`src/hdl/ashkin_teller_metropolis_update_top_assert.svh`:
```
// assertion macros shared by the spin update modules
`ifndef ASHKIN_TELLER_METROPOLIS_UPDATE_TOP_ASSERT_SVH
`define ASHKIN_TELLER_METROPOLIS_UPDATE_TOP_ASSERT_SVH

// consequent must hold in the same cycle as the antecedent
`define ATMU_ASSERT_SAME(name, ante, cons, msg) \
   name: assert property (@(posedge clock) disable iff (reset) (ante) |-> (cons)) \
      else $error(msg);

// consequent must hold in the cycle after the antecedent
`define ATMU_ASSERT_NEXT(name, ante, cons, msg) \
   name: assert property (@(posedge clock) disable iff (reset) (ante) |=> (cons)) \
      else $error(msg);

`endif

```
`src/hdl/atmu_pkg.sv`:
```
// shared constants and types of the ashkin-teller spin update block
`default_nettype none

package atmu_pkg;

   localparam int LATTICE_SIDE = 64;
   localparam int N_SITES      = LATTICE_SIDE * LATTICE_SIDE;
   localparam int ADDR_W       = $clog2(N_SITES);
   // reciprocal of the side for row/column split, one correction step after it
   localparam int RECIP        = (2 ** ADDR_W) / LATTICE_SIDE;

   localparam int SITE_W      = 12;
   localparam int FRAC_W      = 16;
   localparam int U_W         = 16;
   localparam int BOND_W      = 15;
   localparam int MAG_W       = 14;
   localparam int SPIN_W      = 2;
   localparam int IDX_W       = 3;
   localparam int TBL_ENTRIES = 25;
   localparam int TBL_IDX_W   = 5;
   localparam int SCALE_W     = 20;

   localparam int CSR_ADDR_W  = 3;
   localparam int CSR_DATA_W  = 64;
   localparam int REQ_DATA_W  = 32;
   localparam int RSP_DATA_W  = 88;

   typedef enum logic [CSR_ADDR_W-1:0] {
      CSR_U_COUPLING     = 3'd0,
      CSR_ACCEPT_TABLE_0 = 3'd1,
      CSR_ACCEPT_TABLE_1 = 3'd2,
      CSR_ACCEPT_TABLE_2 = 3'd3,
      CSR_ACCEPT_TABLE_3 = 3'd4,
      CSR_ACCEPT_TABLE_4 = 3'd5,
      CSR_ACCEPT_TABLE_5 = 3'd6,
      CSR_ACCEPT_TABLE_6 = 3'd7
   } csr_index_type;

   // inputs of the acceptance decision; a_idx and b_idx are (a+4)/2 and (b+4)/2
   typedef struct packed {
      logic              flip_req;
      logic              in_range;
      logic              own_neg;
      logic              new_spin;
      logic [IDX_W-1:0]  a_idx;
      logic [IDX_W-1:0]  b_idx;
      logic [FRAC_W-1:0] rand_frac;
   } eval_type;

   // write-back of one item toward the running sums
   typedef struct packed {
      logic             valid;
      logic             flipped;
      logic             layer;
      logic [IDX_W-1:0] a_idx;
      logic [IDX_W-1:0] b_idx;
      logic             sigma_neg;
      logic             tau_neg;
   } update_type;

endpackage

`default_nettype wire

```
`src/hdl/atmu_cfg.sv`:
```
// coupling and acceptance table registers, metropolis acceptance decision
`default_nettype none

module atmu_cfg
   import atmu_pkg::*;
(
   input  wire logic                  clock,
   input  wire logic                  reset,
   input  wire logic                  csr_we,
   input  wire logic [CSR_ADDR_W-1:0] csr_addr,
   input  wire logic [CSR_DATA_W-1:0] csr_wdata,
   input  wire eval_type              eval_req,
   output logic                       accept
);

   logic [U_W-1:0]       u_ff;
   logic [FRAC_W-1:0]    tbl_ff [TBL_ENTRIES];
   logic [TBL_IDX_W-1:0] tbl_base;
   logic [TBL_IDX_W-1:0] tbl_idx;
   logic signed [3:0]    a_off;
   logic signed [3:0]    b_off;
   logic signed [SCALE_W-1:0] scaled;
   logic                 flip_ok;
   logic                 set_ok;

   // four entries per wide register, one in the last
   assign tbl_base = TBL_IDX_W'({csr_addr - 3'd1, 2'b00});

   always_ff @(posedge clock) begin
      if (reset) begin
         u_ff <= '0;
         for (int k = 0; k < TBL_ENTRIES; k++) begin
            tbl_ff[k] <= '0;
         end
      end else if (csr_we) begin
         case (csr_addr)
            CSR_U_COUPLING: begin
               u_ff <= csr_wdata[U_W-1:0];
            end
            CSR_ACCEPT_TABLE_0, CSR_ACCEPT_TABLE_1, CSR_ACCEPT_TABLE_2,
            CSR_ACCEPT_TABLE_3, CSR_ACCEPT_TABLE_4, CSR_ACCEPT_TABLE_5: begin
               for (int k = 0; k < 4; k++) begin
                  tbl_ff[tbl_base + TBL_IDX_W'(k)] <= csr_wdata[FRAC_W*k +: FRAC_W];
               end
            end
            CSR_ACCEPT_TABLE_6: begin
               tbl_ff[TBL_ENTRIES-1] <= csr_wdata[FRAC_W-1:0];
            end
            default: begin
            end
         endcase
      end
   end

   // dE <= 0 test as (a/2)*256 + U*(b/2) <= 0
   always_comb begin
      a_off   = signed'({1'b0, eval_req.a_idx}) - 4'sd2;
      b_off   = signed'({1'b0, eval_req.b_idx}) - 4'sd2;
      scaled  = (SCALE_W'(a_off) <<< 8)
              + signed'({{(SCALE_W-U_W){1'b0}}, u_ff}) * SCALE_W'(b_off);
      tbl_idx = TBL_IDX_W'({eval_req.a_idx, 2'b00}) + TBL_IDX_W'(eval_req.a_idx)
              + TBL_IDX_W'(eval_req.b_idx);
      flip_ok = (scaled <= 0) || (eval_req.rand_frac < tbl_ff[tbl_idx]);
      set_ok  = eval_req.own_neg != eval_req.new_spin;
      accept  = eval_req.in_range && (eval_req.flip_req ? flip_ok : set_ok);
   end

endmodule

`default_nettype wire

```
`config.mk`:
```
export PLATFORM = sky130hd
export DESIGN_NAME = atmu_cfg
export DESIGN_NICKNAME = d
export VERILOG_FILES = /design/src/hdl/ashkin_teller_metropolis_update_top_assert.svh /design/src/hdl/atmu_pkg.sv /design/src/hdl/atmu_cfg.sv
export SDC_FILE = /design/constraint.sdc
export NUM_CORES = 1
export LEC_CHECK = 0
export ABC_AREA = 0
export BUFFER_PORTS_ARGS = -buffer_cell sky130_fd_sc_hd__buf_4
export CAP_MARGIN = 5
export CELL_PAD_IN_SITES_DETAIL_PLACEMENT = 0
export CELL_PAD_IN_SITES_GLOBAL_PLACEMENT = 2
export CORE_MARGIN = 4
export CORE_UTILIZATION = 40
export CTS_CLUSTER_SIZE = 10
export DETAILED_ROUTE_END_ITERATION = 6
export PLACE_DENSITY = 0.81
export SYNTH_ARGS = -nofsm -noshare
export SYNTH_HDL_FRONTEND = slang
export SYNTH_SLANG_ARGS = --single-unit
```
`constraint.sdc`:
```
create_clock -name clock -period 10.4 [get_ports clock]
set_clock_uncertainty 0.1 [all_clocks]
set_input_delay 2.08 -clock clock [delete_from_list [all_inputs] [get_ports clock]]
set_output_delay 2.08 -clock clock [all_outputs]
set_load 0.005 [all_outputs]
```
Word level (Yosys, flattened, before mapping)
Memories as Yosys holds them, arrays and structs flattened.
Cells that the tools add are included.
W data, S select, Z words.
{ "totals": {"ff_bits": 16, "ram_bits": 400, "inputBits": 96, "output_inout_bits": 1, "word_cells": 56, "mem_count": 1} }
{ "memory_table": {"columns": ["name", "words", "word_bits", "read_ports", "rd_clocked_by_memory_dff", "write_ports", "line_no", "source"], "rows": [
  ["tbl_ff", 25, 16, 1, 0, 25, "atmu_cfg.sv:17", "logic [FRAC_W-1:0] tbl_ff [TBL_ENTRIES];"]
]} }
{ "classes": {"n_addsub": 9, "multipliers": 1, "order_cmp": 2, "eq_ne": 8, "mux": 24, "n_bitwise": 1, "n_reduce_logical": 9} }
{ "ops": {"columns": ["op", "n"], "rows": [
  ["$mux W16", 5],
  ["$reduce_or A16 Y1", 4],
  ["$add A12 B20 Y20", 1],
  ["$le A20 B1 Y1 const B", 1],
  ["$mul A17 B4 Y20", 1],
  ["$mux W5", 4],
  ["$lt A16 B16 Y1", 1],
  ["$mux W1", 15],
  ["$eq A3 B3 Y1 const B", 4],
  ["$add A5 B2 Y5 const B", 2],
  ["$add A5 B3 Y5", 2],
  ["$sub A3 B2 Y4 const B", 2],
  ["$eq A3 B2 Y1 const B", 2],
  ["$reduce_or A6 Y1", 1],
  ["$add A5 B1 Y5 const B", 1],
  ["$eq A3 B1 Y1 const B", 1],
  ["$logic_not A3 Y1", 1],
  ["$sub A3 B1 Y3 const B", 1],
  ["$reduce_and A2 Y1", 1],
  ["$logic_and A1 B1 Y1", 1],
  ["$logic_or A1 B1 Y1", 1],
  ["$ne A1 B1 Y1", 1],
  ["$or A1 B1 Y1", 1]
]} }

Logic depth before layout (Yosys ltp)
{ "logic_depth": {"depth_word": 8, "mapped_depth": 19, "depth_no_buf": 17} }

Worst setup path before layout
No wires, ideal clock.
{ "synth_timing": {"path_kind": "input -> output", "from": "in eval_req[17] in the netlist's numbering", "to": "out accept", "arrival_time_ns": 6.674, "required_ns": 8.220, "slack_ns": 1.546, "cell_stages": 18, "path_buffers": 2, "path_cell_list": "clkbuf_1 > inv_1 > ha_1 > clkbuf_1 > nand2b_1 > fa_1 > inv_1 > fa_1 > fa_1 > ha_1 > fa_1 > xor2_1 > a31oi_1 > o2111ai_1 > or4_1 > nor4_1 > o2111ai_1 > nand3_1"} }
{ "synth_between": {"elab_chain_len": 7, "elab_cells_between_ends": 10, "classes_between": "3 x add/sub; 1 x mul; 2 x order compare; 1 x mux; 2 x reduce/logical; 1 x memory"} }
{ "synth_rtl": {"columns": ["item", "line_no", "source"], "rows": [
  ["start, declared", "atmu_cfg.sv:12", "input wire eval_type eval_req,"],
  ["$sub A3 B2 Y4", "atmu_cfg.sv:58", "b_off = signed'({1'b0, eval_req.b_idx}) - 4'sd2;"],
  ["$mul A17 B4 Y20", "atmu_cfg.sv:60", "+ signed'({{(SCALE_W-U_W){1'b0}}, u_ff}) * SCALE_W'(b_off);"],
  ["$add A12 B20 Y20", "atmu_cfg.sv:60", null],
  ["$le A20 B1 Y1", "atmu_cfg.sv:63", "flip_ok = (scaled <= 0) || (eval_req.rand_frac < tbl_ff[tbl_idx]);"],
  ["$logic_or A1 B1 Y1 (*)", "atmu_cfg.sv:63", null],
  ["$mux W1 (*)", "atmu_cfg.sv:65", "accept = eval_req.in_range && (eval_req.flip_req ? flip_ok : set_ok);"],
  ["$logic_and A1 B1 Y1 (*)", "atmu_cfg.sv:65", null],
  ["end, declared", "atmu_cfg.sv:13", "output logic accept"]
]} }
Mark *: on every way between the ends. The rest lies on a longest branch, timed or not.

Final worst setup path
Ends and elaborated chain as after synthesis.

==> flow_metrics.tcl <==
set metrics [dict create \
    status "complete, no violations" \
    port_buffers 96 \
    area_growth_pct 12.9 \
    worst_pin_slew_ns 1.15 \
    design.die.area_sq_um 68300 \
    period_needed_ns 9.34 \
    final_nets 1912 \
    ys_seq_area_share_pct 61.1 \
    avgSynthCellArea_sq_um 15.7 \
    critPathKind "in2out" \
    ys_types 50 \
    rows 92 \
    drt-pass1-iter-count 5 \
    postRouteAntennaNets 0 \
    finalSetupViolCount 0 \
    arrival_ns 7.16 \
    cts_buffers 59 \
    design_area_sq_um 29000 \
    postCtsSetupBuffers 0 \
    via_per_inst 5.31 \
    totalWireLength_um 59200 \
    synth_edf_count 512 \
    end_kind "primary output" \
    cap_violations 0 \
    cts_tree "done" \
    fp.dieH_um 261 \
    regArea_sq_um 15700 \
    grt_max_degree 66 \
    cp_max_fo 23 \
    post-dp-hpwl_um 36500 \
    cts_buffer_depth 3 \
    clock.fmax_ghz 0.107 \
    leakagePower_nw 10.3 \
    cellPowerDensity_nw_per_um2 174 \
    drt_iter0_drc 936 \
    layout_commonest_cell "edfxtp_1" \
    clock_sinks 528 \
    die_x_um 261 \
    htreeDepth 2 \
    postCtsHoldBufs 0 \
    synth_seq_cells 528 \
    drc 0 \
    dp_cells 2505 \
    startpoint_type "input pin" \
    post-route-period-util_pct 89.8 \
    rsz0062_at_grt "false" \
    synthesis.nets 1824 \
    ys_async_sr_fraction_pct 0 \
    slew_headroom_pct 23.5 \
    final_layout_size_suffix_gt1_share_pct 21.0 \
    fillerInstances 5601 \
    clkTransAtPathRegs_ns 0.06 \
    fin_ws_ns 1.06 \
    place_congestion 0.813 \
    whs_ns 0.406 \
    yosysWarnings 0 \
    fp.coreArea_sq_um 63300 \
    clockRootBuffer "clkbuf_16" \
    cts_resized 0 \
    ir_drop_v 0.000119 \
    pre_cts_ws_ns 1.01 \
    num_vias 13700 \
    ios 97 \
    ys.flop_type "edfxtp_1" \
    grt-ovfl-total 0 \
    min-delay-path-class "reg2reg" \
    wl_met2_um 30000 \
    detail_route.wl_per_cell_um 22.9 \
    routed-wl-met3_um 2540 \
    mostFrequentLayoutCells "edfxtp_1 (512), and2_1 (407), mux4_2 (159)" \
    grtUsageTotal_pct 17.8 \
    stdcell_count 2584 \
    crit_required_ns 8.22 \
    met1_length_um 25700 \
    syn_inst 1632 \
    grt_pass1_vias 14900 \
    insertion_delay_ns 0.61 \
    start_util_pct 40.6 \
    grt_pass1_wl_um 91500 \
    finalMaxSlewViolations 0 \
    dpl_cell_area_sq_um 27400 \
    finalSetupTns_ns 0 \
    hold_viol 0 \
    grt_antenna_before_repair 6 \
    top_layer_used "met5" \
    synth_area_sq_um 25700 \
    multi_input_area_sq_um 9470 \
]
==> stage by stage <==
stage                     power [mW]  util, %
after floorplan                 3.03        -
after global placement          3.29     43.3
after detailed placement        3.30     43.3
after CTS                       5.11     45.8
after global routing            5.27     45.8
final                           5.06     45.8
==> cells by family after synthesis <==
kind of cell	Yosys count	share of synthesized area (%)
AOI/OAI and AO/OA	87	2.22
xor gates and xnor gates	9	0.307
adders and majority gates	96	5.88
buffers and inverters	157	2.50
DFF	528	61.1
muxes	180	14.8
and+or+nand+nor	575	13.2
==> where the power goes <==
group / total (mW) / switching (mW) / internal (mW) / leakage (nW)
Sequential: 2.48 / 0.0283 / 2.45 / 4.96
Combinational: 0.771 / 0.405 / 0.366 / 4.58
Clock: 1.81 / 0.777 / 1.03 / 0.776
Total: 5.06 / 1.21 / 3.85 / 10.3
==> sequential cells by signal, summed over array words and instances, names as in the netlist <==
name    count
u_ff       16
tbl_ff    512
==> synth_stat cells, drive strengths merged, types with 9 or more instances <==
| master | n | share of area [%] |
|---|---|---|
| dfxtp | 16 | 1.2 |
| clkbuf | 65 | 0.95 |
| mux2i | 19 | 0.74 |
| nor2b | 39 | 0.95 |
| a21oi | 31 | 0.60 |
| nand2 | 64 | 0.94 |
| ha | 55 | 2.7 |
| nor2 | 20 | 0.29 |
| fa | 41 | 3.2 |
| a21o | 9 | 0.26 |
| and2 | 407 | 9.9 |
| mux4 | 159 | 14 |
| edfxtp | 512 | 60 |
| inv | 67 | 0.98 |
| nand2b | 11 | 0.27 |
| o21ai | 12 | 0.23 |
| buf | 25 | 0.58 |
==> area by class of cell <==
type / count / share of cell area [%]
Sequential cell: 528 / 54.1
Multi-Input combinational cell: 947 / 32.7
Clock buffer: 75 / 5.41
Tap cell: 846 / 3.65
Timing Repair Buffer: 117 / 3.16
Inverter: 67 / 0.868
Clock inverter: 3 / 0.0993
Antenna cell: 1 / 0.00863
==> layer usage <==
layer  track usage, %  vias up
li1                 -     6199
met1             24.0     7165
met2             30.9      276
met3             2.36       69
met4             4.12        2
met5                0        -
==> worst max-delay path: stages <==
cell and delay (ns):
buf_4 0.18, ha_1 0.34, ha_4 0.18, fa_4 1.28
buf_4 0.42, mux4_2 0.54, mux2i_1 0.19, ha_1 0.28
nand3_1 0.13, or3_1 0.15, nor2_1 0.08, a2111oi_0 0.46
o221a_2 0.28, o211ai_1 0.24, nand3_1 0.17, buf_4 0.12
==> final timing paths <==
kind	from	to	slack, ns	cells past startpoint
worst max-delay path	eval_req[17]	accept	1.06	16
worst min register to register	u_ff[10]	u_ff[10]	0.41	2
worst max register to register	u_ff[9]	u_ff[9]	9.55	2
worst min-delay path	u_ff[10]	u_ff[10]	0.41	2
No activity file was read; power rests on OpenSTA's default activity.
